$ cat src/design/hvd_pkg.sv
// Shared widths, constants, types and helper functions of the haversine distance block.
package hvd_pkg;

  // Field widths of the requests, the result and the radius register.
  localparam int LAT_W    = 28;
  localparam int LNG_W    = 29;
  localparam int RADIUS_W = 24;
  localparam int DIST_W   = 26;

  // Internal widths.
  localparam int Q        = 30;          // Q30 fixed point
  localparam int ANG_W    = 31;          // signed angle in degrees * 2^21
  localparam int TURN_W   = 30;          // reduced angle, unsigned
  localparam int CW       = 34;          // CORDIC datapath width
  localparam int ROOT_W   = Q + 1;       // square root, up to 1.0 in Q30
  localparam int REM_W    = 62;          // square root remainder and trial
  localparam int ZPOS_W   = 31;          // non-negative final angle
  localparam int PROD_W   = RADIUS_W + ZPOS_W;
  localparam int SQRT_STEPS = ROOT_W;

  localparam logic [RADIUS_W-1:0] RADIUS_RESET = 24'd6371000;
  localparam logic [DIST_W-1:0]   DIST_MAX     = 26'd52707179;

  // Angle reduction constants, degrees * 2^21.
  localparam logic [TURN_W-1:0] TURN         = 30'd754974720;
  localparam logic [TURN_W-1:0] HALF_TURN    = 30'd377487360;
  localparam logic [TURN_W-1:0] QUARTER_TURN = 30'd188743680;

  // pi in Q60, and pi/180 in Q36 rounded to nearest.
  localparam logic [63:0] PI_Q60      = 64'h3243F6A8885A308D;
  localparam logic [63:0] DEG2RAD_Q36 = ((PI_Q60 / 64'd180) + (64'd1 << 23)) >> 24;
  localparam logic [30:0] DEG2RAD     = DEG2RAD_Q36[30:0];

  typedef logic signed [CW-1:0] cw_t;
  typedef logic signed [31:0]   q_t;

  localparam cw_t ONE_CW = 34'sd1073741824;

  // Restoring division, used only while elaborating the constant tables.
  function automatic logic [63:0] udiv64(input logic [63:0] n, input logic [63:0] d);
    logic [63:0] quo;
    logic [63:0] rem;
    quo = '0;
    rem = '0;
    for (int b = 63; b >= 0; b--) begin
      rem = {rem[62:0], n[b]};
      if (rem >= d) begin
        rem    = rem - d;
        quo[b] = 1'b1;
      end
    end
    return quo;
  endfunction

  // Floor square root, used only while elaborating the constant tables.
  function automatic logic [63:0] isqrt_c(input logic [63:0] v);
    logic [63:0] res;
    logic [63:0] bt;
    logic [63:0] w;
    res = '0;
    bt  = 64'd1 << 62;
    w   = v;
    while (bt > w) bt = bt >> 2;
    while (bt != 64'd0) begin
      if (w >= res + bt) begin
        w   = w - (res + bt);
        res = (res >> 1) + bt;
      end else begin
        res = res >> 1;
      end
      bt = bt >> 2;
    end
    return res;
  endfunction

  // Arctangent of 2^-i in Q30, from the alternating series in Q62.
  function automatic cw_t atan_q30(input int i);
    logic [63:0] r;
    logic [63:0] term;
    int k;
    int sh;
    r = '0;
    if (i == 0) begin
      r = PI_Q60;
    end else begin
      k  = 0;
      sh = 62 - i;
      while (sh >= 0) begin
        term = udiv64(64'd1 << sh, 64'(2 * k + 1));
        r    = (k % 2 == 1) ? r - term : r + term;
        k    = k + 1;
        sh   = 62 - i * (2 * k + 1);
      end
    end
    return cw_t'((r + (64'd1 << 31)) >> 32);
  endfunction

  // Inverse CORDIC gain in Q30 for a given number of micro-rotations.
  function automatic cw_t inv_gain(input int n);
    logic [63:0] g;
    logic [63:0] qv;
    logic [63:0] s;
    g = 64'd1 << Q;
    for (int i = 0; i < n; i++) begin
      qv = (64'd1 << 60) + ((2 * i <= 60) ? (64'd1 << (60 - 2 * i)) : 64'd0);
      s  = isqrt_c(qv);
      g  = udiv64((g << Q) + (s >> 1), s);
    end
    return cw_t'(g);
  endfunction

  // Clamp a CORDIC output to [0, 1.0].
  function automatic logic [ROOT_W-1:0] clamp01(input cw_t v);
    logic [ROOT_W-1:0] r;
    if (v < 0) r = '0;
    else if (v > ONE_CW) r = ROOT_W'(ONE_CW);
    else r = v[ROOT_W-1:0];
    return r;
  endfunction

  // Q30 product, rounded half up.
  function automatic q_t mul_q(input q_t a, input q_t b);
    logic signed [63:0] p;
    p = 64'(a) * 64'(b) + (64'sd1 <<< (Q - 1));
    return q_t'(p >>> Q);
  endfunction

endpackage

$ cat src/design/hvd_sqrt_cell.sv
// One digit of a restoring square root with its output register.
module hvd_sqrt_cell import hvd_pkg::*; #(
  parameter int BIT = 0
) (
  input  logic              clk_i,
  input  logic              en_i,
  input  logic [REM_W-1:0]  rem_i,
  input  logic [ROOT_W-1:0] root_i,
  output logic [REM_W-1:0]  rem_o,
  output logic [ROOT_W-1:0] root_o
);

  logic [REM_W-1:0]  rem_q;
  logic [ROOT_W-1:0] root_q;
  logic [REM_W-1:0]  trial;

  // (root + 2^BIT)^2 - root^2; root has no bits at or below BIT yet.
  assign trial = (REM_W'(root_i) << (BIT + 1)) | (REM_W'(1) << (2 * BIT));

  always_ff @(posedge clk_i) begin
    if (en_i) begin
      if (rem_i >= trial) begin
        rem_q  <= rem_i - trial;
        root_q <= root_i | (ROOT_W'(1) << BIT);
      end else begin
        rem_q  <= rem_i;
        root_q <= root_i;
      end
    end
  end

  assign rem_o  = rem_q;
  assign root_o = root_q;

endmodule
$ cat config.mk
export PLATFORM = sky130hd
export DESIGN_NAME = hvd_sqrt_cell
export DESIGN_NICKNAME = d
export VERILOG_FILES = /design/src/design/hvd_pkg.sv /design/src/design/hvd_sqrt_cell.sv
export SDC_FILE = /design/constraint.sdc
export NUM_CORES = 1
export LEC_CHECK = 0
export ABC_CLOCK_PERIOD_IN_PS = 8700
export BUFFER_PORTS_ARGS = -buffer_cell sky130_fd_sc_hd__buf_4
export CORE_MARGIN = 2
export CORE_UTILIZATION = 50
export CTS_BUF_LIST = sky130_fd_sc_hd__clkbuf_8 sky130_fd_sc_hd__clkbuf_16
export DETAILED_ROUTE_END_ITERATION = 8
export GPL_ROUTABILITY_DRIVEN = 0
export PLACE_DENSITY = 0.79
export SLEW_MARGIN = 20
export SYNTH_ARGS = -nofsm -noshare
export SYNTH_HDL_FRONTEND = slang
export SYNTH_SLANG_ARGS = --single-unit
$ cat constraint.sdc
create_clock -name clk_i -period 8.7 [get_ports clk_i]
set_input_delay 0.87 -clock clk_i [delete_from_list [all_inputs] [get_ports clk_i]]
set_output_delay 0.87 -clock clk_i [all_outputs]
set_load 0.01 [all_outputs]
==> results.yml <==
outcome:
  status: "finished, violations left"
  violations: "design-rule violations"
worst_setup_path:
  cpMaxStageDelayCell: "o21ai_0"
  cp.required_ns: 8.79
  cp.buffers_inverters: 2
  crit_chain: "buf_4 > inv_1 > fa_1 > nor2b_1 > o21bai_1 > a211o_1 > a21oi_1 > a31oi_1 > o21a_1 > o21ai_0 > nor3_1 > xor2_1"
  cp.arrival_ns: 4.15
  cp_max_fo: 5
  criticalPathCategory: "in -> reg"
  worstSetupEndpointType: "flop"
  crit_family: "compound AO/OA/AOI/OAI gates"
  worst_setup_path_start_kind: "primary input"
  cpPeakStageDelay_ns: 0.84
clock_tree:
  cts_htree_levels: 3
  cts.clk_slew.worst_paths_ns: 0.06
  cts_buffers: 9
  cts_buffer_depth: 2
  cts.sinks: 93
  postCtsSetupRepairBufs: 0
  postCtsHoldBufs: 0
  root_buffer: "clkbuf_16"
  cts_repair_resize_count: 0
  tritoncts: "done"
route:
  drt_iter0_drc: 361
  totalWireLength_um: 15600
  antenna_left: 0
  drt_pre_antenna_iters: 7
  wire_per_inst_um: 17.1
  route.detailed.drc: 13
  routed_via_density: 5.69
  num_vias: 5180
placement:
  portBuffers: 187
  dp_hpwl_um: 12000
sta:
  finalSetupViolations: 0
  hold_viol: 0
  period_needed_ns: 4.07
  tightest_slew_ns: 1.07
  max_slew_margin_pct: 27.7
  fmax_ghz: 0.246
  fin_setup_tns_ns: 0
  rsz0062_at_grt: "false"
  final_max_slew_viol_count: 0
  final.period_utilization_pct: 46.7
final_layout:
  regArea_sq_um: 2790
  area_delta_synth_final_pct: 29.7
  antenna_cells: 0
  nets: 892
  filler_cell_count: 905
  layout_common_cells: "buf_4, edfxtp_1, nand2_1, o21ai_0"
  multi_input_area_sq_um: 2910
  final_layout_size_suffix_gt1_share_pct: 27.7
  layout.cells.most_common: "buf_4"
yosys:
  synth_flop_cell: "edfxtp_1"
  synth_warnings: 0
  synth-async-reset-ratio_pct: 0
  syn_inst: 583
  synth_edf_count: 93
  synth_area_sq_um: 5940
  synth_cell_types: 59
  ys_seq_area_share_pct: 47.0
  syn_nets: 711
  ys_seq_elements: 93
  avgSynthCellArea_sq_um: 10.2
floorplan:
  die_w_um: 113
  start_util_pct: 51.6
  row_count: 39
  ios: 188
  die_area_sq_um: 12800
  die_y_um: 113
  coreArea_sq_um: 11500
global_routing:
  antenna_found_initial: 0
  grt_pass1_vias: 5113
  grt_first_pass_wirelength_um: 24400
  grt_max_degree: 79
  grtUsageTotal_pct: 24.2
  overflow: 0
flow_run:
  cap_violations: 0
pwr:
  ir_worst_vdd_uv: 106
  p_leak_nw: 3.18
  power_mw: 1.28
  p_per_area_nw_per_um2: 166
min_path:
  hold_path_class: "in -> reg"
## final timing paths
path                  cells past startpoint          to  startpoint  slack [ns]
worst max-delay path                     12   rem_o[38]    rem_i[1]        4.63
worst min-delay path                      1  root_o[13]  root_i[13]        0.70
## state kept, by name, indices dropped and copies added (netlist names)
signal  count
root_o     31
rem_o      62
## stage by stage
step	cells	cell area [sq um]	util (%)	hold slack, ns	setup WS, ns
4_1_cts	911	7700	66.9	0.693	4.79
3_5_place_dp	896	7430	64.5	1.06	4.40
5_1_grt	911	7700	66.9	0.688	4.49
3_3_place_gp	896	7430	64.5	1.06	4.57
2_1_floorplan	583	5940	-	0.969	5.15
6_report	911	7700	66.9	0.702	4.63
## logic make-up after synthesis
logic type               after synthesis  share of synthesized area [%]
AND/OR/NAND/NOR                      207                           19.2
AO/OA/AOI/OAI                        138                           14.1
flip-flops                            93                           47.0
XOR/XNOR                              59                           8.70
buffers and inverters                 53                           3.92
adder cells (fa/ha/maj)               33                           7.08
## cell usage after synthesis, drive strengths merged, types with 9 or more instances
cell type | count | area (sq um)
edfxtp | 93 | 2790
nand2 | 72 | 270
o21ai | 53 | 265
a21oi | 39 | 195
inv | 35 | 131
nor2 | 34 | 128
xnor2 | 34 | 298
ha | 32 | 400
xor2 | 25 | 219
nor3 | 15 | 75.1
nand3 | 11 | 55.1
clkbuf | 10 | 37.5
nor4 | 10 | 77.6
a21o | 9 | 67.6
nand2b | 9 | 56.3
## power breakdown
group	leakage (nW)	switching, mW	total (mW)	internal [mW]
clock network	0.150	0.161	0.377	0.216
logic	2.12	0.178	0.332	0.155
registers	0.911	0.0148	0.570	0.555
total	3.18	0.353	1.28	0.926
## area by class of cell
type,count,area share [%]
Multi-Input combinational cell,437,37.8
Sequential cell,93,36.3
Timing Repair Buffer,188,18.3
Clock buffer,9,2.92
Tap cell,143,2.32
Inverter,35,1.71
Clock inverter,6,0.650
## metal layers
metal / part of all wire [%] / global-route usage [%] / up-vias
met4: 2.5 / 9.27 / 0
met3: 7.5 / 6.16 / 26
li1: - / - / 2502
met5: 0 / 0 / -
met2: 50 / 41.6 / 216
met1: 40 / 29.4 / 2436
No activity file was read; power rests on OpenSTA's default activity.
