`src/design/hvd_pkg.sv`:
```
// Shared widths, constants, types and helper functions of the haversine distance block.
package hvd_pkg;

  // Field widths of the requests, the result and the radius register.
  localparam int LAT_W    = 28;
  localparam int LNG_W    = 29;
  localparam int RADIUS_W = 24;
  localparam int DIST_W   = 26;

  // Internal widths.
  localparam int Q        = 30;          // Q30 fixed point
  localparam int ANG_W    = 31;          // signed angle in degrees * 2^21
  localparam int TURN_W   = 30;          // reduced angle, unsigned
  localparam int CW       = 34;          // CORDIC datapath width
  localparam int ROOT_W   = Q + 1;       // square root, up to 1.0 in Q30
  localparam int REM_W    = 62;          // square root remainder and trial
  localparam int ZPOS_W   = 31;          // non-negative final angle
  localparam int PROD_W   = RADIUS_W + ZPOS_W;
  localparam int SQRT_STEPS = ROOT_W;

  localparam logic [RADIUS_W-1:0] RADIUS_RESET = 24'd6371000;
  localparam logic [DIST_W-1:0]   DIST_MAX     = 26'd52707179;

  // Angle reduction constants, degrees * 2^21.
  localparam logic [TURN_W-1:0] TURN         = 30'd754974720;
  localparam logic [TURN_W-1:0] HALF_TURN    = 30'd377487360;
  localparam logic [TURN_W-1:0] QUARTER_TURN = 30'd188743680;

  // pi in Q60, and pi/180 in Q36 rounded to nearest.
  localparam logic [63:0] PI_Q60      = 64'h3243F6A8885A308D;
  localparam logic [63:0] DEG2RAD_Q36 = ((PI_Q60 / 64'd180) + (64'd1 << 23)) >> 24;
  localparam logic [30:0] DEG2RAD     = DEG2RAD_Q36[30:0];

  typedef logic signed [CW-1:0] cw_t;
  typedef logic signed [31:0]   q_t;

  localparam cw_t ONE_CW = 34'sd1073741824;

  // Restoring division, used only while elaborating the constant tables.
  function automatic logic [63:0] udiv64(input logic [63:0] n, input logic [63:0] d);
    logic [63:0] quo;
    logic [63:0] rem;
    quo = '0;
    rem = '0;
    for (int b = 63; b >= 0; b--) begin
      rem = {rem[62:0], n[b]};
      if (rem >= d) begin
        rem    = rem - d;
        quo[b] = 1'b1;
      end
    end
    return quo;
  endfunction

  // Floor square root, used only while elaborating the constant tables.
  function automatic logic [63:0] isqrt_c(input logic [63:0] v);
    logic [63:0] res;
    logic [63:0] bt;
    logic [63:0] w;
    res = '0;
    bt  = 64'd1 << 62;
    w   = v;
    while (bt > w) bt = bt >> 2;
    while (bt != 64'd0) begin
      if (w >= res + bt) begin
        w   = w - (res + bt);
        res = (res >> 1) + bt;
      end else begin
        res = res >> 1;
      end
      bt = bt >> 2;
    end
    return res;
  endfunction

  // Arctangent of 2^-i in Q30, from the alternating series in Q62.
  function automatic cw_t atan_q30(input int i);
    logic [63:0] r;
    logic [63:0] term;
    int k;
    int sh;
    r = '0;
    if (i == 0) begin
      r = PI_Q60;
    end else begin
      k  = 0;
      sh = 62 - i;
      while (sh >= 0) begin
        term = udiv64(64'd1 << sh, 64'(2 * k + 1));
        r    = (k % 2 == 1) ? r - term : r + term;
        k    = k + 1;
        sh   = 62 - i * (2 * k + 1);
      end
    end
    return cw_t'((r + (64'd1 << 31)) >> 32);
  endfunction

  // Inverse CORDIC gain in Q30 for a given number of micro-rotations.
  function automatic cw_t inv_gain(input int n);
    logic [63:0] g;
    logic [63:0] qv;
    logic [63:0] s;
    g = 64'd1 << Q;
    for (int i = 0; i < n; i++) begin
      qv = (64'd1 << 60) + ((2 * i <= 60) ? (64'd1 << (60 - 2 * i)) : 64'd0);
      s  = isqrt_c(qv);
      g  = udiv64((g << Q) + (s >> 1), s);
    end
    return cw_t'(g);
  endfunction

  // Clamp a CORDIC output to [0, 1.0].
  function automatic logic [ROOT_W-1:0] clamp01(input cw_t v);
    logic [ROOT_W-1:0] r;
    if (v < 0) r = '0;
    else if (v > ONE_CW) r = ROOT_W'(ONE_CW);
    else r = v[ROOT_W-1:0];
    return r;
  endfunction

  // Q30 product, rounded half up.
  function automatic q_t mul_q(input q_t a, input q_t b);
    logic signed [63:0] p;
    p = 64'(a) * 64'(b) + (64'sd1 <<< (Q - 1));
    return q_t'(p >>> Q);
  endfunction

endpackage

```
`src/design/hvd_angle_prep.sv`:
```
// Reduces an angle to the first quadrant and scales it to radians in Q30.
module hvd_angle_prep import hvd_pkg::*; (
  input  logic                    clk_i,
  input  logic                    en_i,
  input  logic signed [ANG_W-1:0] angle_i,
  output cw_t                     z_o,
  output logic                    neg_o
);

  logic [TURN_W-1:0] wrap_q, fold1_q, fold2_q;
  logic              neg2_q, neg_q;
  cw_t               z_q;
  logic [TURN_W-1:0] wrap_d, fold1_d, fold2_d;
  logic              neg2_d;
  logic [59:0]       prod;

  // Wrap into one turn, fold into a half turn, then into a quarter turn.
  always_comb begin
    if (angle_i < 0) wrap_d = TURN_W'(angle_i + ANG_W'(TURN));
    else wrap_d = TURN_W'(angle_i);
    fold1_d = (wrap_q > HALF_TURN) ? TURN - wrap_q : wrap_q;
    if (fold1_q > QUARTER_TURN) begin
      fold2_d = HALF_TURN - fold1_q;
      neg2_d  = 1'b1;
    end else begin
      fold2_d = fold1_q;
      neg2_d  = 1'b0;
    end
    prod = 60'(fold2_q) * 60'(DEG2RAD) + (60'd1 << 26);
  end

  always_ff @(posedge clk_i) begin
    if (en_i) begin
      wrap_q  <= wrap_d;
      fold1_q <= fold1_d;
      fold2_q <= fold2_d;
      neg2_q  <= neg2_d;
      z_q     <= cw_t'(prod >> 27);
      neg_q   <= neg2_q;
    end
  end

  assign z_o   = z_q;
  assign neg_o = neg_q;

endmodule

```
`config.mk`:
```
export PLATFORM = sky130hd
export DESIGN_NAME = hvd_angle_prep
export DESIGN_NICKNAME = d
export VERILOG_FILES = /design/src/design/hvd_pkg.sv /design/src/design/hvd_angle_prep.sv
export SDC_FILE = /design/constraint.sdc
export NUM_CORES = 1
export LEC_CHECK = 0
export ABC_AREA = 1
export BUFFER_PORTS_ARGS = -buffer_cell sky130_fd_sc_hd__buf_2
export CORE_MARGIN = 2
export CORE_UTILIZATION = 50
export CTS_BUF_LIST = sky130_fd_sc_hd__clkbuf_4 sky130_fd_sc_hd__clkbuf_8
export DETAILED_ROUTE_END_ITERATION = 8
export PLACE_DENSITY = 0.69
export SLEW_MARGIN = 20
export SYNTH_ARGS = -nofsm -noshare
export SYNTH_HDL_FRONTEND = slang
export SYNTH_SLANG_ARGS = --single-unit
```
`constraint.sdc`:
```
create_clock -name clk_i -period 6.1 [get_ports clk_i]
set_input_delay 1.22 -clock clk_i [delete_from_list [all_inputs] [get_ports clk_i]]
set_output_delay 1.22 -clock clk_i [all_outputs]
set_load 0.005 [all_outputs]
```
==> qor.yml, run 1 <==
final_util: 0.626
initial_core_util: 0.507
cts_tree: "built"
critPathKind: "flip-flop to flip-flop"
synth_warnings: 0
grt_pass1_wl_mm: 103
yosysMostFrequentCell: "inv_1"
dieWidth_um: 213
cts_made_buffers: 17
hold_violations: 0
timing.final.crit_share: 1.07
setup_viol: 33
synthMuxAreaShare: 0.000514
cp-end-kind: "flip-flop"
synth_adder_area_share: 0.507
io_buffers: 66
drive_gt1_frac: 0.248
startpoint_type: "flip-flop"
reg2reg_slack_ns: -0.45
gp_congestion: 0.982
core_area_um2: 43200
drcViolationCount: 0
synth_compound_area_frac: 0.0414
reg2reg_to: "z_o[2]"
crit_end: "z_o[2]"
grt_pass1_vias: 19200
grt_max_degree: 61
worstPathArrival_ns: 6.83
row_count: 76
startpoint: "fold2_q[6]"
wl_mm: 64.8
dieHeight_um: 213
antenna_left: 0
grtUsageMet1: 0.390
track_usage: 0.305
status: "finished, violations left"
ys_ff_latch: 125
syn_inst: 2443
antenna_found_initial: 1
synth_area_um2: 21900
skew_ns: 0.0179
n_fill_cell: 3640
initialDrtViolationCount: 969
reg2reg_from: "fold2_q[6]"
max-cap-violations: 0
hold_path.class: "flip-flop to flip-flop"
ios: 68
nNetsFinal: 3545
cp.required_ns: 6.38
synth.largest_area_cell: "fa_1"
yosys.area_share.simple: 0.120
place_ws_ns: -0.712
routedWlPerCell_um: 18.9
tightest_slew_ns: 0.798
clk_latency_ns: 0.50
ys_top_cells_by_count: "inv_1 (742), ha_1 (357), fa_1 (331), nand2_1 (301), nor2_1 (196)"
fin_setup_tns_ns: -10.73
slew_headroom: 0.468
clock_path_buffers: 2
grt-busiest-layer: "met2"
maxSlewViolCount: 0
cts_max_level: 4
synthTopCellsByArea: "fa_1 (30%), ha_1 (20%), edfxtp_1 (17%), inv_1 (13%), nand2_1 (5.2%)"
setup_ws_ns: -0.449
timing.fmax_ghz: 0.153
hpwl_mm: 56.3
synthFlopType: "edfxtp_1"
synth_edf_count: 125
overflow: 0
vias: 17300
syn_nets: 3164
groute.layer.met2.usage: 0.535
clk_pin_slew_worst_paths_ns: 0.10
grt.met3_usage: 0.0388
worstPathMaxFanout: 4
hold_ws_ns: 0.428
dr.pass1.iters: 5
synth_top_family_by_area: "adder cells"
syn2layout_area_growth_pct: 23.4
ys_async_sr_fraction: 0
ys_seq_area_frac: 0.171
r2r_cells: 22
vias_per_cell: 5.06
post-route-min-period_ns: 6.55
avgSynthCellArea_um2: 8.96
diodes: 0
die-area_um2: 45500
clock-root-buffer: "clkbuf_8"
clock_sinks: 125
rsz0062_at_grt: "yes"
synth_top_area_frac: 0.303
synth_xor_area_frac: 0.0296
violations: "negative setup slack"
yosysUniqueCellTypes: 37
[per-stage QoR]
stage                     instance area, um^2  instances
after CTS                               26500       3409
after floorplan                         22000       2443
after global routing                    27000       3422
final                                   27000       3422
after detailed placement                25000       3346
after global placement                  25000       3346
[critical path, stage by stage, from the launching register on]
cell	delay, ns
edfxtp_1	0.53
inv_2	0.08
fa_2	0.54
inv_2	0.04
fa_2	0.53
inv_2	0.04
fa_2	0.43
fa_2	0.56
inv_2	0.06
fa_1	0.51
fa_2	0.60
fa_1	0.46
fa_2	0.49
ha_4	0.35
nand2_4	0.09
nor2_4	0.12
inv_2	0.05
nor3_2	0.15
inv_1	0.07
buf_4	0.15
o21bai_4	0.11
a21oi_1	0.06
xnor2_1	0.30
[registers in the layout, indices dropped and copies added, names as in the netlist]
name	cells
fold1_q	30
z_o	33
neg2_q	1
fold2_q	30
wrap_q	30
neg_o	1
[metal layers]
metal / up-vias / share of wire
li1: 8185 / -
met2: 469 / 0.49
met4: 2 / 0.036
met1: 8525 / 0.42
met3: 122 / 0.050
met5: - / 0.00020
[placed cells by master, fill, tap and decap left out, types with 21 or more instances in the layout]
master,count
inv_1,687
nor2_1,147
inv_2,52
xor2_1,54
fa_1,307
buf_6,21
buf_4,279
nand3_1,60
fa_2,24
o21ai_0,26
nor2_2,32
nor2_4,23
a21oi_1,56
a21oi_2,22
nand2_1,258
nand2_2,33
edfxtp_1,125
ha_1,323
ha_4,27
buf_2,65
[cell families after synthesis]
| group | Yosys count |
|---|---|
| adders and majority gates | 688 |
| and+or+nand+nor | 638 |
| other | 1 |
| buffers and inverters | 749 |
| DFF | 125 |
| muxes | 1 |
| xor gates and xnor gates | 74 |
| AOI/OAI and AO/OA | 167 |
[final cells by class]
cell class / instances / area (um^2) / share of cell area
Multi-Input combinational cell: 1569 / 16600 / 0.615
Clock inverter: 15 / 170 / 0.00630
Tap cell: 585 / 732 / 0.0271
Timing Repair Buffer: 368 / 2720 / 0.100
Sequential cell: 125 / 3750 / 0.139
Clock buffer: 17 / 234 / 0.00866
Inverter: 743 / 2800 / 0.104
[worst min-delay path by stage]
stage	from	endpoint	slack, ns	cells after the start
detailed placement	neg2_q	neg_o	0.41	0
CTS	neg2_q	neg_o	0.43	0
floorplan	neg2_q	neg_o	0.40	0
global placement	neg2_q	neg_o	0.41	0
global route	neg2_q	neg_o	0.43	0
finish	neg2_q	neg_o	0.43	0
[repair_timing]
action,in CTS,in global routing
buffers inserted,31,14
gates resized for setup,259,117
pin swaps,92,62
endpoints found under the setup margin,33,33
hold endpoints to repair,0,0
hold buffers,0,0
Power of run 1 is left out: the tool's default activity adds up to more than one toggle a clock period on the data nets, which glitch-free logic cannot reach.
==> inputs of run 2 (changes only) <==
--- a/config.mk
+++ b/config.mk
@@ -12,6 +12,7 @@
 export CTS_BUF_LIST = sky130_fd_sc_hd__clkbuf_4 sky130_fd_sc_hd__clkbuf_8
 export DETAILED_ROUTE_END_ITERATION = 8
 export PLACE_DENSITY = 0.69
+export REMOVE_ABC_BUFFERS = 1
 export SLEW_MARGIN = 20
 export SYNTH_ARGS = -nofsm -noshare
 export SYNTH_HDL_FRONTEND = slang
==> run 2 against run 1 <==
The flow still finishes with violations (negative setup slack); utilization rose by 1.2 points; routed wire length increased by 2.9%; clock skew is 0.0024 ns higher; die area unchanged; fmax increased by 2.1%; register-to-register slack better by 0.14 ns; via count up 1.7%; final area is 2.0% higher; first-iteration DRC count grew 17%.
==> qor.yml, run 2 (synthesis results as in run 1) <==
skew_ns: 0.0203
syn2layout_area_growth_pct: 25.9
reg2reg_to: "z_o[20]"
post-place-cells: 3338
ios: 68
hpwl_mm: 56.2
min_to: "neg_o"
clock_path_buffers: 2
die-area_um2: 45500
worstPathMaxFanout: 3
design_area_um2: 27600
diodes: 0
cp-end-kind: "flip-flop"
place_ws_ns: -0.681
dr.pass1.iters: 5
place_area_um2: 24800
track_usage: 0.307
clock_sinks: 125
vias: 17600
clock-root-buffer: "clkbuf_8"
cts_made_buffers: 17
drive_gt1_frac: 0.274
reg2reg_slack_ns: -0.31
antenna_left: 0
core_area_um2: 43200
post-route-min-period_ns: 6.41
final_common_cell: "inv_1"
cp.required_ns: 6.35
hold_path.class: "flip-flop to flip-flop"
max-cap-violations: 0
cts_max_level: 4
dieWidth_um: 213
antenna_found_initial: 0
vias_per_cell: 5.15
rsz0062_at_grt: "yes"
largest_reg_flops: 33
r2r_cells: 27
grt_pass1_vias: 18900
violations: "negative setup slack"
initialDrtViolationCount: 1130
hold_violations: 0
drcViolationCount: 0
reg2reg_from: "fold2_q[11]"
overflow: 0
initial_core_util: 0.507
startpoint_type: "flip-flop"
setup_viol: 33
hp-start: "neg2_q"
timing.final.crit_share: 1.05
hold_buffers: 0
timing.fmax_ghz: 0.156
slew_headroom: 0.375
maxSlewViolCount: 0
status: "finished, violations left"
final_cells: 3416
routedWlPerCell_um: 19.5
final_cell_mix: "inv_1 (665), ha_1 (312), fa_1 (301), buf_4 (265), nand2_1 (248)"
n_fill_cell: 3502
tightest_slew_ns: 0.938
grt_pass1_wl_mm: 103
row_count: 76
io_buffers: 66
grt_max_degree: 69
clk_latency_ns: 0.50
nNetsFinal: 3539
clk_pin_slew_worst_paths_ns: 0.10
worstPathArrival_ns: 6.66
critPathKind: "flip-flop to flip-flop"
min_path_cells: 0
setup_ws_ns: -0.312
cts_tree: "built"
gp_congestion: 1.01
wl_mm: 66.6
dieHeight_um: 213
run 2: changes by cell type in the layout (fill, tap and decap cells not counted), sizes merged:
| cell | before | now |
|---|---|---|
| bufinv | 1 | 2 |
| buf | 368 | 362 |
| clkinvlp | 2 | 1 |
run 2: cell type report:
| class | instances | area, um^2 | area share |
|---|---|---|---|
| flip-flops and latches | 125 | 3750 | 0.136 |
| clock buffers | 17 | 234 | 0.00849 |
| inverters | 743 | 2800 | 0.101 |
| multi-input cells | 1569 | 17100 | 0.622 |
| well taps | 585 | 732 | 0.0265 |
| clock inverters | 15 | 175 | 0.00635 |
| repair buffers | 362 | 2740 | 0.0993 |
run 2: routing by layer:
| metal | part of all wire | global-route usage | vias to the layer above |
|---|---|---|---|
| met3 | 0.064 | 0.0440 | 157 |
| met4 | 0.046 | 0.128 | 0 |
| met1 | 0.40 | 0.388 | 8646 |
| met5 | 0 | 0 | - |
| met2 | 0.49 | 0.530 | 619 |
| li1 | - | - | 8183 |
run 2: worst max-delay path: stages, from the launching register on:
cell      delay [ns]
edfxtp_1        0.44
buf_6           0.15
buf_4           0.15
ha_4            0.23
buf_4           0.15
ha_1            0.20
fa_1            0.53
inv_1           0.06
fa_1            0.50
inv_1           0.06
fa_1            0.53
fa_1            0.45
fa_1            0.56
inv_1           0.07
fa_1            0.42
inv_1           0.07
ha_2            0.32
a21oi_2         0.27
o21ai_4         0.11
inv_1           0.06
o21ai_1         0.06
buf_4           0.15
a21oi_1         0.22
nand2_2         0.14
nand2_2         0.10
nand2_1         0.06
nand2_1         0.06
nand2_1         0.05
run 2: worst max-delay path by stage:
stage | start | endpoint | slack (ns)
after floorplan | fold2_q[10] | z_o[20] | -0.27
after global placement | fold2_q[3] | z_o[21] | -0.67
after detailed placement | fold2_q[4] | z_o[21] | -0.68
after CTS | fold2_q[4] | z_o[19] | -0.23
after global routing | fold2_q[3] | z_o[20] | -0.54
final | fold2_q[11] | z_o[20] | -0.31
run 2: stage by stage:
step | hold slack [ns] | util | setup TNS [ns]
after CTS | 0.425 | 0.621 | -4.82
after global routing | 0.452 | 0.639 | -12.68
after global placement | 0.402 | 0.575 | -14.78
after detailed placement | 0.414 | 0.575 | -16.60
after floorplan | 0.400 | - | -5.37
final | 0.420 | 0.639 | -6.72
run 2: timing repair:
item,4_1_cts,5_1_grt
setup endpoints to repair,33,33
pin swaps,172,128
setup buffers,26,22
resized for setup,384,136
Power of run 2 is left out for the same reason.
==> inputs of run 3 (changes only) <==
--- a/config.mk
+++ b/config.mk
@@ -5,7 +5,6 @@
 export SDC_FILE = /design/constraint.sdc
 export NUM_CORES = 1
 export LEC_CHECK = 0
-export ABC_AREA = 1
 export BUFFER_PORTS_ARGS = -buffer_cell sky130_fd_sc_hd__buf_2
 export CORE_MARGIN = 2
 export CORE_UTILIZATION = 50
==> run 3 against run 2 <==
The flow still finishes with violations (negative setup slack); hold slack better by 0.012 ns; utilization decreased by 0.53 points; cell count shrank 16%; critical path depth down 2; fmax fell by 10%; largest cell class unchanged.
==> qor.yml, run 3 <==
gp_congestion: 0.980
slew_headroom: 0.388
hold_violations: 0
violations: "negative setup slack"
initialDrtViolationCount: 750
hp-start: "neg2_q"
cts_max_level: 4
core_area_um2: 40000
maxSlewViolCount: 0
grt_max_degree: 73
grt-busiest-layer: "met2"
status: "finished, violations left"
cts_tree: "built"
final_cell_mix: "inv_1 (527), ha_1 (329), fa_1 (311), buf_4 (297), edfxtp_1 (125)"
grt.met3_usage: 0.0624
antenna_left: 0
min_path_cells: 0
syn2layout_area_growth_pct: 24.2
timing.final.crit_share: 1.17
syn_inst: 1931
diodes: 0
setup_viol: 33
timing.fmax_ghz: 0.140
ios: 68
drcViolationCount: 0
rsz0062_at_grt: "yes"
hpwl_mm: 47.1
avgSynthCellArea_um2: 10.6
nNetsFinal: 3054
slowest_stage: "fa_2"
synth_warnings: 0
clock_sinks: 125
vias_per_cell: 5.19
cp_common_cell: "fa_1"
r2r_cells: 25
routedWlPerCell_um: 19.1
multi_input_area_um2: 15400
setup_ws_ns: -1.03
place_area_um2: 23600
fin_setup_tns_ns: -25.80
path_buf_inv: 9
yosysMostFrequentCell: "inv_1"
dieWidth_um: 206
row_count: 73
final_common_cell: "inv_1"
groute.layer.met2.usage: 0.437
wl_mm: 54.8
min_to: "neg_o"
antenna_found_initial: 0
n_fill_cell: 3148
overflow: 0
reg2reg_slack_ns: -1.03
synth_area_um2: 20400
vias: 14900
crit_family: "adder cells"
slowest_delay_ns: 0.59
io_buffers: 66
ys_ff_latch: 125
initial_core_util: 0.510
post-route-min-period_ns: 7.13
synth.largest_area_cell: "fa_1"
yosysUniqueCellTypes: 63
synthFlopType: "edfxtp_1"
largest_reg_flops: 33
hold_path.class: "flip-flop to flip-flop"
die-area_um2: 42400
tightest_slew_ns: 0.918
synth_top_area_frac: 0.325
place_ws_ns: -1.27
synthTopCellsByArea: "fa_1 (32%), ha_1 (22%), edfxtp_1 (18%), inv_1 (10%), xnor2_1 (2.4%)"
clock_path_buffers: 2
design_area_um2: 25300
cp.required_ns: 6.31
grt_pass1_vias: 16200
worstPathArrival_ns: 7.34
cts_made_buffers: 17
worstPathMaxFanout: 3
clk_latency_ns: 0.46
hold_buffers: 0
reg2reg_from: "fold2_q[4]"
synth_edf_count: 125
ys_seq_area_frac: 0.184
ys_top_cells_by_count: "inv_1 (568), ha_1 (357), fa_1 (331), edfxtp_1 (125), a21oi_1 (76)"
worst-path-stages: 25
grt_pass1_wl_mm: 86.7
dieHeight_um: 206
critPathKind: "flip-flop to flip-flop"
track_usage: 0.273
clock-root-buffer: "clkbuf_8"
seq_area_um2: 3750
ys_async_sr_fraction: 0
clk_pin_slew_worst_paths_ns: 0.10
drive_gt1_frac: 0.264
cp-end-kind: "flip-flop"
dr.pass1.iters: 5
startpoint_type: "flip-flop"
skew_ns: 0.0236
reg2reg_to: "z_o[23]"
max-cap-violations: 0
grtUsageMet1: 0.364
==> run 3: logic make-up after synthesis <==
logic type	count (synthesis)	synth area share
AOI/OAI and AO/OA	224	0.0696
muxes	5	0.00276
buffers and inverters	588	0.109
and+or+nand+nor	208	0.0507
other	1	0.000184
adders and majority gates	688	0.544
DFF	125	0.184
xor gates and xnor gates	92	0.0395
==> run 3: routing by layer <==
| layer | up-vias | routed length, um | share of wire |
|---|---|---|---|
| met5 | - | 0 | 0 |
| met4 | 0 | 2180 | 0.040 |
| met3 | 114 | 4130 | 0.075 |
| met2 | 479 | 25600 | 0.47 |
| met1 | 7382 | 23000 | 0.42 |
| li1 | 6908 | - | - |
==> run 3: worst max-delay path by stage <==
stage | startpoint | to | slack (ns)
floorplan | fold2_q[10] | z_o[19] | -0.94
global placement | fold2_q[4] | z_o[32] | -1.12
detailed placement | fold2_q[9] | z_o[25] | -1.27
CTS | fold2_q[4] | z_o[29] | -0.84
global route | fold2_q[4] | z_o[20] | -1.15
finish | fold2_q[4] | z_o[23] | -1.03
==> run 3: worst register-to-register path: cells and delay by family (launching register included) <==
family,cells,cell delay (ns)
adders and majority gates,9,4.26
xor gates and xnor gates,1,0.14
AOI/OAI and AO/OA,5,0.99
buffers and inverters,9,0.87
and+or+nand+nor,1,0.16
DFF,1,0.45
==> run 3: area by class of cell <==
class | instances | share of cell area
multi-input combinational | 1218 | 0.607
sequential | 125 | 0.148
timing repair buffer | 402 | 0.119
inverter | 569 | 0.0845
tap | 525 | 0.0259
clock buffer | 17 | 0.00924
clock inverter | 14 | 0.00583
==> run 3: what timing repair did <==
action | 4_1_cts | 5_1_grt
setup endpoints to repair | 33 | 33
pin swaps | 103 | 68
gates resized for setup | 135 | 118
buffers inserted | 21 | 18
gates cloned | 0 | 0
==> run 3: through the flow <==
stage / hold slack (ns) / std cells / util
3_5_place_dp: 0.412 / 2806 / 0.589
3_3_place_gp: 0.401 / 2806 / 0.589
5_1_grt: 0.432 / 2870 / 0.633
2_1_floorplan: 0.400 / 1912 / -
4_1_cts: 0.431 / 2855 / 0.618
6_report: 0.432 / 2870 / 0.633
Power of run 3 is left out for the same reason.
