$ cat config.mk
export PLATFORM = sky130hd
export DESIGN_NAME = hvd_cordic_cell
export DESIGN_NICKNAME = d
export VERILOG_FILES = /design/src/design/hvd_pkg.sv /design/src/design/hvd_cordic_cell.sv
export SDC_FILE = /design/constraint.sdc
export NUM_CORES = 1
export LEC_CHECK = 0
export ABC_CLOCK_PERIOD_IN_PS = 3400
export BUFFER_PORTS_ARGS = -buffer_cell sky130_fd_sc_hd__clkbuf_2
export CAP_MARGIN = 20
export CORE_ASPECT_RATIO = 0.75
export CORE_MARGIN = 1.5
export CORE_UTILIZATION = 50
export CTS_CLUSTER_DIAMETER = 100
export DETAILED_ROUTE_END_ITERATION = 16
export GPL_ROUTABILITY_DRIVEN = 0
export GPL_TIMING_DRIVEN = 0
export MAX_ROUTING_LAYER = met4
export PLACE_DENSITY_LB_ADDON = 0.25
export SLEW_MARGIN = 10
export SYNTH_ARGS = -nofsm -noshare
export SYNTH_HDL_FRONTEND = slang
export SYNTH_SLANG_ARGS = --single-unit
$ cat constraint.sdc
create_clock -name clk_i -period 3.4 [get_ports clk_i]
set_input_delay 0.68 -clock clk_i [delete_from_list [all_inputs] [get_ports clk_i]]
set_output_delay 0.68 -clock clk_i [all_outputs]
set_load 0.005 [all_outputs]
$ cat src/design/hvd_pkg.sv
// Shared widths, constants, types and helper functions of the haversine distance block.
package hvd_pkg;

  // Field widths of the requests, the result and the radius register.
  localparam int LAT_W    = 28;
  localparam int LNG_W    = 29;
  localparam int RADIUS_W = 24;
  localparam int DIST_W   = 26;

  // Internal widths.
  localparam int Q        = 30;          // Q30 fixed point
  localparam int ANG_W    = 31;          // signed angle in degrees * 2^21
  localparam int TURN_W   = 30;          // reduced angle, unsigned
  localparam int CW       = 34;          // CORDIC datapath width
  localparam int ROOT_W   = Q + 1;       // square root, up to 1.0 in Q30
  localparam int REM_W    = 62;          // square root remainder and trial
  localparam int ZPOS_W   = 31;          // non-negative final angle
  localparam int PROD_W   = RADIUS_W + ZPOS_W;
  localparam int SQRT_STEPS = ROOT_W;

  localparam logic [RADIUS_W-1:0] RADIUS_RESET = 24'd6371000;
  localparam logic [DIST_W-1:0]   DIST_MAX     = 26'd52707179;

  // Angle reduction constants, degrees * 2^21.
  localparam logic [TURN_W-1:0] TURN         = 30'd754974720;
  localparam logic [TURN_W-1:0] HALF_TURN    = 30'd377487360;
  localparam logic [TURN_W-1:0] QUARTER_TURN = 30'd188743680;

  // pi in Q60, and pi/180 in Q36 rounded to nearest.
  localparam logic [63:0] PI_Q60      = 64'h3243F6A8885A308D;
  localparam logic [63:0] DEG2RAD_Q36 = ((PI_Q60 / 64'd180) + (64'd1 << 23)) >> 24;
  localparam logic [30:0] DEG2RAD     = DEG2RAD_Q36[30:0];

  typedef logic signed [CW-1:0] cw_t;
  typedef logic signed [31:0]   q_t;

  localparam cw_t ONE_CW = 34'sd1073741824;

  // Restoring division, used only while elaborating the constant tables.
  function automatic logic [63:0] udiv64(input logic [63:0] n, input logic [63:0] d);
    logic [63:0] quo;
    logic [63:0] rem;
    quo = '0;
    rem = '0;
    for (int b = 63; b >= 0; b--) begin
      rem = {rem[62:0], n[b]};
      if (rem >= d) begin
        rem    = rem - d;
        quo[b] = 1'b1;
      end
    end
    return quo;
  endfunction

  // Floor square root, used only while elaborating the constant tables.
  function automatic logic [63:0] isqrt_c(input logic [63:0] v);
    logic [63:0] res;
    logic [63:0] bt;
    logic [63:0] w;
    res = '0;
    bt  = 64'd1 << 62;
    w   = v;
    while (bt > w) bt = bt >> 2;
    while (bt != 64'd0) begin
      if (w >= res + bt) begin
        w   = w - (res + bt);
        res = (res >> 1) + bt;
      end else begin
        res = res >> 1;
      end
      bt = bt >> 2;
    end
    return res;
  endfunction

  // Arctangent of 2^-i in Q30, from the alternating series in Q62.
  function automatic cw_t atan_q30(input int i);
    logic [63:0] r;
    logic [63:0] term;
    int k;
    int sh;
    r = '0;
    if (i == 0) begin
      r = PI_Q60;
    end else begin
      k  = 0;
      sh = 62 - i;
      while (sh >= 0) begin
        term = udiv64(64'd1 << sh, 64'(2 * k + 1));
        r    = (k % 2 == 1) ? r - term : r + term;
        k    = k + 1;
        sh   = 62 - i * (2 * k + 1);
      end
    end
    return cw_t'((r + (64'd1 << 31)) >> 32);
  endfunction

  // Inverse CORDIC gain in Q30 for a given number of micro-rotations.
  function automatic cw_t inv_gain(input int n);
    logic [63:0] g;
    logic [63:0] qv;
    logic [63:0] s;
    g = 64'd1 << Q;
    for (int i = 0; i < n; i++) begin
      qv = (64'd1 << 60) + ((2 * i <= 60) ? (64'd1 << (60 - 2 * i)) : 64'd0);
      s  = isqrt_c(qv);
      g  = udiv64((g << Q) + (s >> 1), s);
    end
    return cw_t'(g);
  endfunction

  // Clamp a CORDIC output to [0, 1.0].
  function automatic logic [ROOT_W-1:0] clamp01(input cw_t v);
    logic [ROOT_W-1:0] r;
    if (v < 0) r = '0;
    else if (v > ONE_CW) r = ROOT_W'(ONE_CW);
    else r = v[ROOT_W-1:0];
    return r;
  endfunction

  // Q30 product, rounded half up.
  function automatic q_t mul_q(input q_t a, input q_t b);
    logic signed [63:0] p;
    p = 64'(a) * 64'(b) + (64'sd1 <<< (Q - 1));
    return q_t'(p >>> Q);
  endfunction

endpackage

$ cat src/design/hvd_cordic_cell.sv
// One CORDIC micro-rotation with its output register.
module hvd_cordic_cell import hvd_pkg::*; #(
  parameter int  SHIFT  = 0,
  parameter cw_t ATAN   = '0,
  parameter bit  VECTOR = 1'b0
) (
  input  logic clk_i,
  input  logic en_i,
  input  cw_t  x_i,
  input  cw_t  y_i,
  input  cw_t  z_i,
  input  logic tag_i,
  output cw_t  x_o,
  output cw_t  y_o,
  output cw_t  z_o,
  output logic tag_o
);

  cw_t  x_q, y_q, z_q;
  logic tag_q;
  cw_t  dx, dy;
  logic cw_dir;

  // Vectoring drives y toward zero, rotation drives z toward zero.
  always_comb begin
    dx     = y_i >>> SHIFT;
    dy     = x_i >>> SHIFT;
    cw_dir = VECTOR ? (y_i > 0) : (z_i < 0);
  end

  always_ff @(posedge clk_i) begin
    if (en_i) begin
      if (cw_dir) begin
        x_q <= x_i + dx;
        y_q <= y_i - dy;
        z_q <= z_i + ATAN;
      end else begin
        x_q <= x_i - dx;
        y_q <= y_i + dy;
        z_q <= z_i - ATAN;
      end
      tag_q <= tag_i;
    end
  end

  assign x_o   = x_q;
  assign y_o   = y_q;
  assign z_o   = z_q;
  assign tag_o = tag_q;

endmodule

==> impl_results.md, run 1 <==
* Initial Util at 51.9%
* I/O pin count at 208
* CP Cell Sequence: clkbuf_2, inv_1, ha_1, buf_2, or4_4, or4_1, a2111oi_4, a2111o_1, a21oi_1, o21bai_2, a21oi_1, xnor2_1
* Num CTS Buffers at 9
* Distinct cells, synth at 66
* Most frequent cells in the layout: clkbuf_2 (209), a21oi_1 (118), edfxtp_1 (102), ha_1 (98), inv_1 (96)
* Critical path's most frequent cell: a21oi_1
* Fmax at 0.297 GHz
* Slowest cell on the critical path: or4_4
* Fraction of registers with async set/reset at 0%
* Yosys reg bits at 102
* Number of global-route vias before repair at 7825
* PortBufs at 207
* Layout cell share with drive strength beyond 1 at 23.6%
* Die width at 157 um
* Final hold vios at 0
* Hold buffers post-CTS at 0
* Post-DP Area at 0.0102 mm2
* Hold/Removal Path Class: in -> reg
* First-pass GRT wire length at 43100 um
* Crit path max fanout at 8
* Routed Antenna Nets at 0
* Total gr overflow at 0
* Die height at 118 um
* PwrDens at 409 mW/mm2
* Leak Pwr at 4.89 nW
* DR WL/cell at 19.8 um
* Global Route Usage Sum at 31.2%
* Register area share after synthesis at 34.6%
* Syn_area_per_cell at 8.95 um2
* Place WS at -714 ps
* Final routed DRC violation total at 0
* Root buf cell: clkbuf_16
* Largest net degree at the start of global routing at 61
* Worst path top cell family by delay: simple AND/OR/NAND/NOR gates
* Yosys Warn Count at 0
* Number of enable flip-flop cells after synthesis at 102
* Synth-to-Final Area Change at 21.2%
* H-tree level count at 3
* Worst path max stage delay at 580 ps
* Register area at 0.00306 mm2
* Iteration count of the initial detailed-routing pass at 8
* Area of the multi-input gates at 0.00534 mm2
* Die ar. at 0.0185 mm2
* Largest vdd supply drop at 0.000260 V
* Clock-pin slew on the worst setup and hold paths at 70 ps
* Commonest non-fill, non-tap cell in the layout: clkbuf_2
* Worst EP required at 3500 ps
* FP Rows at 41
* WP buf/inv at 3
* Setup crit end kind: flip-flop
* Final nets at 1420
* Maximum Capacitance Violations at 0
* Setup ws final at 38.4 ps
* Drt total wl at 28900 um
* Worst slew pin tran at 821 ps
* Non-filler cells, final at 1455
* Post-layout min period at 3360 ps
* Vias per std cell at 6.04
* CP Class: in -> reg
* Placed insts at 1434
* Syn Inst Count at 990
* Slew HR at 45.3%
* Core area at 0.0171 mm2
* Final Instance Area at 0.0107 mm2
* Mapped cell area at 0.00886 mm2
* Final HPWL DP at 23600 um
* DRT iter0 DRCs at 1179
* Final setup viols at 0
* TritonCTS clock tree: yes
* Syn_nets at 1197
* Critical path startpoint category: input port
* Worst path arrival time at 3460 ps
* Post-synth top flop: edfxtp_1
* Initial antenna violation count at 1
* Fill cells at 1502
* Final max-slew violation count at 0
* Clock sink count at 102
* Vias at 8781
* WHS at 500 ps
* Status: complete, no violations
* CTS Buffer Depth at 2
* Period utilization at 98.9%
-- stage by stage --
stage                     power, mW  setup TNS (ps)  util [%]
after CTS                      4.33               0      62.0
after global routing           4.59           -78.2      62.9
final                          4.39               0      62.9
after floorplan                2.58               0         -
after detailed placement       3.21           -9440      59.9
after global placement         3.19           -9300      59.7
-- cell families after synthesis --
| family | synth area share, % |
|---|---|
| xor gates and xnor gates | 6.52 |
| adders and majority gates | 14.7 |
| DFF | 34.6 |
| buffers and inverters | 6.65 |
| and+or+nand+nor | 11.2 |
| AOI/OAI and AO/OA | 24.4 |
| muxes | 2.03 |
-- where the power goes --
group | internal, mW | total [mW] | switching (mW)
Combinational | 0.616 | 1.61 | 0.997
Clock | 0.597 | 1.10 | 0.507
Sequential | 1.62 | 1.67 | 0.0546
Total | 2.83 | 4.39 | 1.56
-- Yosys cell counts (6+ instances only) --
cell type | n | area [um2]
a21oi_1 | 120 | 601
edfxtp_1 | 102 | 3060
ha_1 | 99 | 1240
inv_1 | 96 | 360
nor2_1 | 90 | 338
xnor2_1 | 58 | 508
o21ai_0 | 55 | 275
nand2_1 | 46 | 173
clkbuf_1 | 31 | 116
a21o_1 | 28 | 210
o21bai_1 | 19 | 143
mux2i_1 | 18 | 180
nor3_1 | 15 | 75.1
o31ai_1 | 14 | 105
a31oi_1 | 13 | 81.3
nand4_1 | 13 | 81.3
a211oi_1 | 10 | 75.1
nand3_1 | 10 | 50.1
o211ai_1 | 9 | 67.6
o21ai_1 | 8 | 40.0
xor2_1 | 8 | 70.1
a221o_1 | 7 | 70.1
buf_1 | 7 | 26.3
inv_2 | 7 | 26.3
nand2b_1 | 7 | 43.8
and2_1 | 6 | 37.5
buf_2 | 6 | 30.0
-- repair_timing --
item,4_1_cts,5_1_grt
resized for setup,8,26
setup endpoints to repair,10,22
buffers inserted,1,8
pin swaps,2,10
-- registers in the layout, summed over array words and instances, names as in the netlist --
register	flops
z_o	34
x_o	34
tag_o	1
y_o	33
-- worst paths after layout --
| kind | from | to | depth (start not counted) |
|---|---|---|---|
| max | x_i[25] | x_o[33]$_DFFE_PP_ | 12 |
| min | z_i[27] | z_o[27]$_DFFE_PP_ | 1 |
-- layout make-up --
type | instances | area share, %
Inverter | 105 | 3.67
Multi-Input combinational cell | 736 | 49.7
Timing Repair Buffer | 217 | 10.6
Antenna cell | 1 | 0.0233
Buffer | 42 | 1.69
Sequential cell | 102 | 28.5
Clock inverter | 7 | 0.944
Tap cell | 236 | 2.75
Clock buffer | 9 | 2.10
-- per-layer routing --
metal / vias to the layer above / wire length (um) / global-route usage, %
met5: - / 0 / -
met2: 654 / 11800 / 43.1
met4: 0 / 588 / 8.15
li1: 4017 / - / -
met3: 67 / 4220 / 9.79
met1: 4043 / 12200 / 43.8
Note: power is estimated with default switching activity, not from simulation.
==> inputs of run 2 (changes only) <==
--- a/config.mk
+++ b/config.mk
@@ -8,9 +8,11 @@
 export ABC_CLOCK_PERIOD_IN_PS = 3400
 export BUFFER_PORTS_ARGS = -buffer_cell sky130_fd_sc_hd__clkbuf_2
 export CAP_MARGIN = 20
+export CELL_PAD_IN_SITES_DETAIL_PLACEMENT = 2
+export CELL_PAD_IN_SITES_GLOBAL_PLACEMENT = 2
 export CORE_ASPECT_RATIO = 0.75
 export CORE_MARGIN = 1.5
-export CORE_UTILIZATION = 50
+export CORE_UTILIZATION = 30
 export CTS_CLUSTER_DIAMETER = 100
 export DETAILED_ROUTE_END_ITERATION = 16
 export GPL_ROUTABILITY_DRIVEN = 0
==> run 2 against run 1 <==
Against the previous run:
- flip-flop and latch count did not move
- wire length up 28%
- clock power about the same
- total power increased by 1.4%
- worst hold slack got worse by 15 ps
- critical path depth up 1
- sequential power is essentially flat
- maximum frequency is 0.86% higher
- first-iteration DRC count down 59%
- non-clock buffer count is 3 higher
- setup slack gained 29 ps
- combinational power grew 6%
- largest cell class unchanged
- largest power group is now combinational cells
==> impl_results.md, run 2 (synthesis results as in run 1) <==
* Critical path startpoint category: input port
* Drt total wl at 37000 um (+28%)
* Setup ws final at 67.2 ps (+28.8 ps)
* Worst EP required at 3500 ps (about the same)
* WHS at 486 ps (-14.7 ps)
* Post-DP Area at 0.0104 mm2 (+1.7%)
* Final HPWL DP at 29600 um (+25%)
* Global Route Usage Sum at 24.4% (-6.8 points)
* Crit path max fanout at 8 (unchanged)
* Layout cell share with drive strength beyond 1 at 26.0% (+2.4 points)
* ANT cells at 0 (-1)
* Final routed DRC violation total at 0 (unchanged)
* CP Class: in -> reg
* Hold/Removal Path Class: in -> reg
* Routed Antenna Nets at 0 (unchanged)
* Die ar. at 0.0306 mm2 (+65%)
* Period utilization at 98.0% (-0.85 points)
* Final nets at 1423 (+0.21%)
* Fmax at 0.300 GHz (+0.86%)
* Initial Util at 30.5% (-21 points)
* FP Rows at 54 (+32%)
* Fill cells at 3344 (+120%)
* Initial antenna violation count at 0 (-1)
* Clock sink count at 102 (unchanged)
* Die height at 152 um (+28%)
* DRT iter0 DRCs at 489 (-59%)
* Num CTS Buffers at 9 (unchanged)
* Setup crit end kind: flip-flop
* Commonest non-fill, non-tap cell in the layout: clkbuf_2
* Worst slew pin tran at 966 ps (+145 ps)
* Final max-slew violation count at 0 (unchanged)
* Synth-to-Final Area Change at 24.8%
* Leak Pwr at 4.92 nW (+0.58%)
* DR WL/cell at 22.9 um (+16%)
* Place WS at -1170 ps (-453 ps)
* Vias at 8716 (-0.74%)
* Iteration count of the initial detailed-routing pass at 5 (-3)
* Status: complete, no violations
* Largest net degree at the start of global routing at 103 (+69%)
* Final setup viols at 0 (unchanged)
* Largest vdd supply drop at 0.000230 V (-12%)
* Slew HR at 35.6% (-9.7 points)
* CTS Buffer Depth at 2 (unchanged)
* Die width at 201 um (+29%)
* Most frequent cells in the layout: clkbuf_2 (211), a21oi_1 (111), edfxtp_1 (102), inv_1 (96), ha_1 (95)
* Clock-pin slew on the worst setup and hold paths at 80 ps (about the same)
* Post-layout min period at 3330 ps (-28.8 ps)
* Number of global-route vias before repair at 9083 (+16%)
* PwrDens at 402 mW/mm2 (-1.5%)
* Core area at 0.0291 mm2 (+70%)
* Total gr overflow at 0 (unchanged)
* H-tree level count at 3 (unchanged)
* Final Instance Area at 0.0111 mm2 (+3.0%)
* RSZ-0062 raised after global routing: yes
* Worst path arrival time at 3430 ps (-30 ps)
* Root buf cell: clkbuf_16
* Final hold vios at 0 (unchanged)
* PortBufs at 207 (unchanged)
* Vias per std cell at 5.40 (-10%)
* TritonCTS clock tree: yes
* First-pass GRT wire length at 55900 um (+30%)
* I/O pin count at 208 (unchanged)
* Maximum Capacitance Violations at 0 (unchanged)
* Total power at 4.45 mW (+1.4%)
-- run 2: routing by layer --
metal  up-vias  GRT usage [%]  wire length [um]
met5         -              -                 0
met4         0           3.38               372
met3        27           3.45              1940
met2       265           37.3             16600
met1      4415           34.9             18100
li1       4009              -                 -
-- run 2: critical path: stages --
cell      delay, ps
clkbuf_2        110
inv_1            50
ha_1            270
buf_2           210
and3_1          240
nand4_1         190
o221a_2         390
o221a_2         300
o21ai_2         200
a21oi_2         160
o2111a_1        300
a21o_1          190
xnor2_1         130
-- run 2: cell type report --
type / count / area, um2 / share of cell area [%]
tap: 392 / 490 / 4.43
clock buffer: 9 / 225 / 2.04
clock inverter: 7 / 67.6 / 0.611
sequential: 102 / 3060 / 27.7
buffer: 41 / 194 / 1.75
multi-input combinational: 736 / 5480 / 49.5
inverter: 105 / 394 / 3.56
timing repair buffer: 221 / 1150 / 10.4
-- run 2: power by group --
| group | switching [mW] | internal (mW) | total (mW) | leakage [nW] |
|---|---|---|---|---|
| Clock | 0.553 | 0.517 | 1.07 | 0.140 |
| Combinational | 1.07 | 0.642 | 1.71 | 3.78 |
| Sequential | 0.0509 | 1.62 | 1.67 | 0.998 |
| Total | 1.68 | 2.78 | 4.45 | 4.92 |
-- run 2: final timing paths --
kind / startpoint / to / slack (ps) / cells after the start
setup / recovery: x_i[4] / y_o[30]$_DFFE_PP_ / 70 / 13
hold / removal: z_i[4] / z_o[4]$_DFFE_PP_ / 490 / 1
-- run 2: metrics by stage --
step | TNS (ps) | cells | utilization (%)
final | 0 | 1613 | 38.1
after global routing | -16.4 | 1613 | 38.1
after CTS | 0 | 1609 | 37.4
after detailed placement | -15850 | 1589 | 35.8
after global placement | -14500 | 1589 | 35.8
after floorplan | 0 | 990 | -
-- run 2: repair_timing --
item                                    4_1_cts  5_1_grt
resized for setup                            28       42
endpoints found under the setup margin       19       22
pin swaps                                     8       19
hold buffers                                  0        0
endpoints found under the hold margin         0        0
buffers inserted                              7        7
==> inputs of run 3 (changes only) <==
--- a/config.mk
+++ b/config.mk
@@ -5,17 +5,16 @@
 export SDC_FILE = /design/constraint.sdc
 export NUM_CORES = 1
 export LEC_CHECK = 0
-export ABC_CLOCK_PERIOD_IN_PS = 3400
-export BUFFER_PORTS_ARGS = -buffer_cell sky130_fd_sc_hd__clkbuf_2
+export ABC_CLOCK_PERIOD_IN_PS = 4140
+export BUFFER_PORTS_ARGS = -buffer_cell sky130_fd_sc_hd__buf_2
 export CAP_MARGIN = 20
 export CELL_PAD_IN_SITES_DETAIL_PLACEMENT = 2
 export CELL_PAD_IN_SITES_GLOBAL_PLACEMENT = 2
 export CORE_ASPECT_RATIO = 0.75
 export CORE_MARGIN = 1.5
-export CORE_UTILIZATION = 30
+export CORE_UTILIZATION = 36
 export CTS_CLUSTER_DIAMETER = 100
 export DETAILED_ROUTE_END_ITERATION = 16
-export GPL_ROUTABILITY_DRIVEN = 0
 export GPL_TIMING_DRIVEN = 0
 export MAX_ROUTING_LAYER = met4
 export PLACE_DENSITY_LB_ADDON = 0.25
==> constraint.sdc (replaced) <==
create_clock -name clk_i -period 4.14 [get_ports clk_i]
set_input_delay 0.828 -clock clk_i [delete_from_list [all_inputs] [get_ports clk_i]]
set_output_delay 0.828 -clock clk_i [all_outputs]
set_load 0.005 [all_outputs]
==> run 3 against run 2 <==
Against the previous run:
- via count is 2.0% higher
- core utilization rose by 6.2 points
- first-iteration DRC count up 28%
- flip-flop and latch count stayed put
- cell area shrank 3.7%
- critical path depth did not move
- setup slack gained 85 ps
- wire length rose by 3.5%
==> impl_results.md, run 3 (synthesis results as in run 1) <==
* Hold buffers post-CTS at 0 (unchanged)
* Post-CTS Setup Inserts at 0 (-7)
* Die height at 139 um (-8.5%)
* Num CTS Buffers at 9 (unchanged)
* Leak Pwr at 4.76 nW (-3.2%)
* Post-DP Area at 0.0103 mm2 (-0.53%)
* Non-filler cells, final at 1545 (-4.2%)
* Final max-slew violation count at 0 (unchanged)
* Root buf cell: clkbuf_16
* I/O pin count at 208 (unchanged)
* Area of the multi-input gates at 0.00523 mm2 (-4.4%)
* Drt total wl at 38300 um (+3.5%)
* Slew HR at 33.9% (-1.7 points)
* Maximum Capacitance Violations at 0 (unchanged)
* Total power at 3.65 mW (-18%)
* Post-layout min period at 3990 ps
* CTS Buffer Depth at 2 (unchanged)
* Placed insts at 1529 (-3.8%)
* Fmax at 0.251 GHz
* PostCTS Resize Cnt at 1 (-96%)
* Most frequent cells in the layout: buf_2 (212), a21oi_1 (120), edfxtp_1 (102), ha_1 (99), inv_1 (96)
* RSZ-0062 raised after global routing: no
* CP Class: in -> reg
* Total gr overflow at 0 (unchanged)
* Critical path startpoint category: input port
* Gpl congestion at 0.949
* Vias at 8892 (+2.0%)
* Initial antenna violation count at 0 (unchanged)
* Largest vdd supply drop at 0.000214 V (-6.9%)
* Die width at 184 um (-8.6%)
* H-tree level count at 3 (unchanged)
* Initial Util at 36.8% (+6.3 points)
* Commonest non-fill, non-tap cell in the layout: buf_2
* Final HPWL DP at 30800 um (+4.1%)
* Core area at 0.0241 mm2 (-17%)
* PortBufs at 207 (unchanged)
* Layout cell share with drive strength beyond 1 at 21.1% (-5.0 points)
* DRT iter0 DRCs at 627 (+28%)
* Die ar. at 0.0256 mm2 (-16%)
* Period utilization at 96.3%
* Setup crit end kind: flip-flop
* Clock-pin slew on the worst setup and hold paths at 90 ps (about the same)
* Routed Antenna Nets at 0 (unchanged)
* Number of global-route vias before repair at 9565 (+5.3%)
* Worst slew pin tran at 983 ps (+17.1 ps)
* Global Route Usage Sum at 30.8% (+6.4 points)
* Iteration count of the initial detailed-routing pass at 5 (unchanged)
* Crit path max fanout at 10 (+2)
* Final hold vios at 0 (unchanged)
* WHS at 621 ps (+135 ps)
* Vias per std cell at 5.76 (+6.5%)
* Status: complete, no violations
* PwrDens at 342 mW/mm2 (-15%)
* Worst path arrival time at 4120 ps (+690 ps)
* FP Rows at 49 (-9.3%)
* Final Instance Area at 0.0107 mm2 (-3.7%)
* Synth-to-Final Area Change at 20.2%
* Final setup viols at 0 (unchanged)
* Worst EP required at 4270 ps (+770 ps)
* Fill cells at 2726 (-18%)
* Register area at 0.00306 mm2 (unchanged)
* ANT cells at 0 (unchanged)
* DR WL/cell at 24.8 um (+8.0%)
* First-pass GRT wire length at 57900 um (+3.6%)
* Largest net degree at the start of global routing at 69 (-33%)
* TritonCTS clock tree: yes
* Final nets at 1416 (-0.49%)
* Final routed DRC violation total at 0 (unchanged)
* Clock sink count at 102 (unchanged)
* Hold/Removal Path Class: in -> reg
[run 3: layout make-up]
class                      count  area share (%)
multi-input combinational    736            49.1
sequential                   102            28.7
timing repair buffer         208            10.0
tap                          331            3.89
inverter                     105            3.70
clock buffer                   9            2.11
buffer                        47            1.83
clock inverter                 7           0.622
[run 3: worst paths after layout]
check | start | to | slack [ps] | cells after the start
max | x_i[2] | x_o[27]$_DFFE_PP_ | 150 | 13
min | z_i[2] | z_o[2]$_DFFE_PP_ | 620 | 1
[run 3: stage by stage]
stage	setup TNS [ps]	worst slack [ps]	utilization, %
6_report	0	152	44.2
5_1_grt	0	7.31	44.2
4_1_cts	0	20.4	44.2
3_5_place_dp	-2050	-579	42.9
3_3_place_gp	-1460	-568	42.8
2_1_floorplan	0	769	-
[run 3: worst max-delay path, cell delays in order]
cell and delay (ps):
buf_2 110, inv_1 40, ha_1 320, buf_2 200, a21oi_1 190, nand2_1 140, a222oi_1 540, a21oi_1 320
a221oi_1 530, o221a_2 400, o211ai_1 150, a21boi_1 170, xnor2_1 170
[run 3: report_power, final]
part           total, mW  internal (mW)  switching (mW)
clock              0.917          0.426           0.491
combinational       1.36          0.488           0.871
sequential          1.37           1.33          0.0447
total               3.65           2.24            1.41
[run 3: routing by layer]
| metal | wire (um) | global-route usage [%] | vias up |
|---|---|---|---|
| met5 | 0 | - | - |
| met4 | 592 | 6.90 | 0 |
| met3 | 2380 | 4.62 | 47 |
| met2 | 18300 | 50.2 | 367 |
| met1 | 17000 | 40.4 | 4482 |
| li1 | - | - | 3996 |
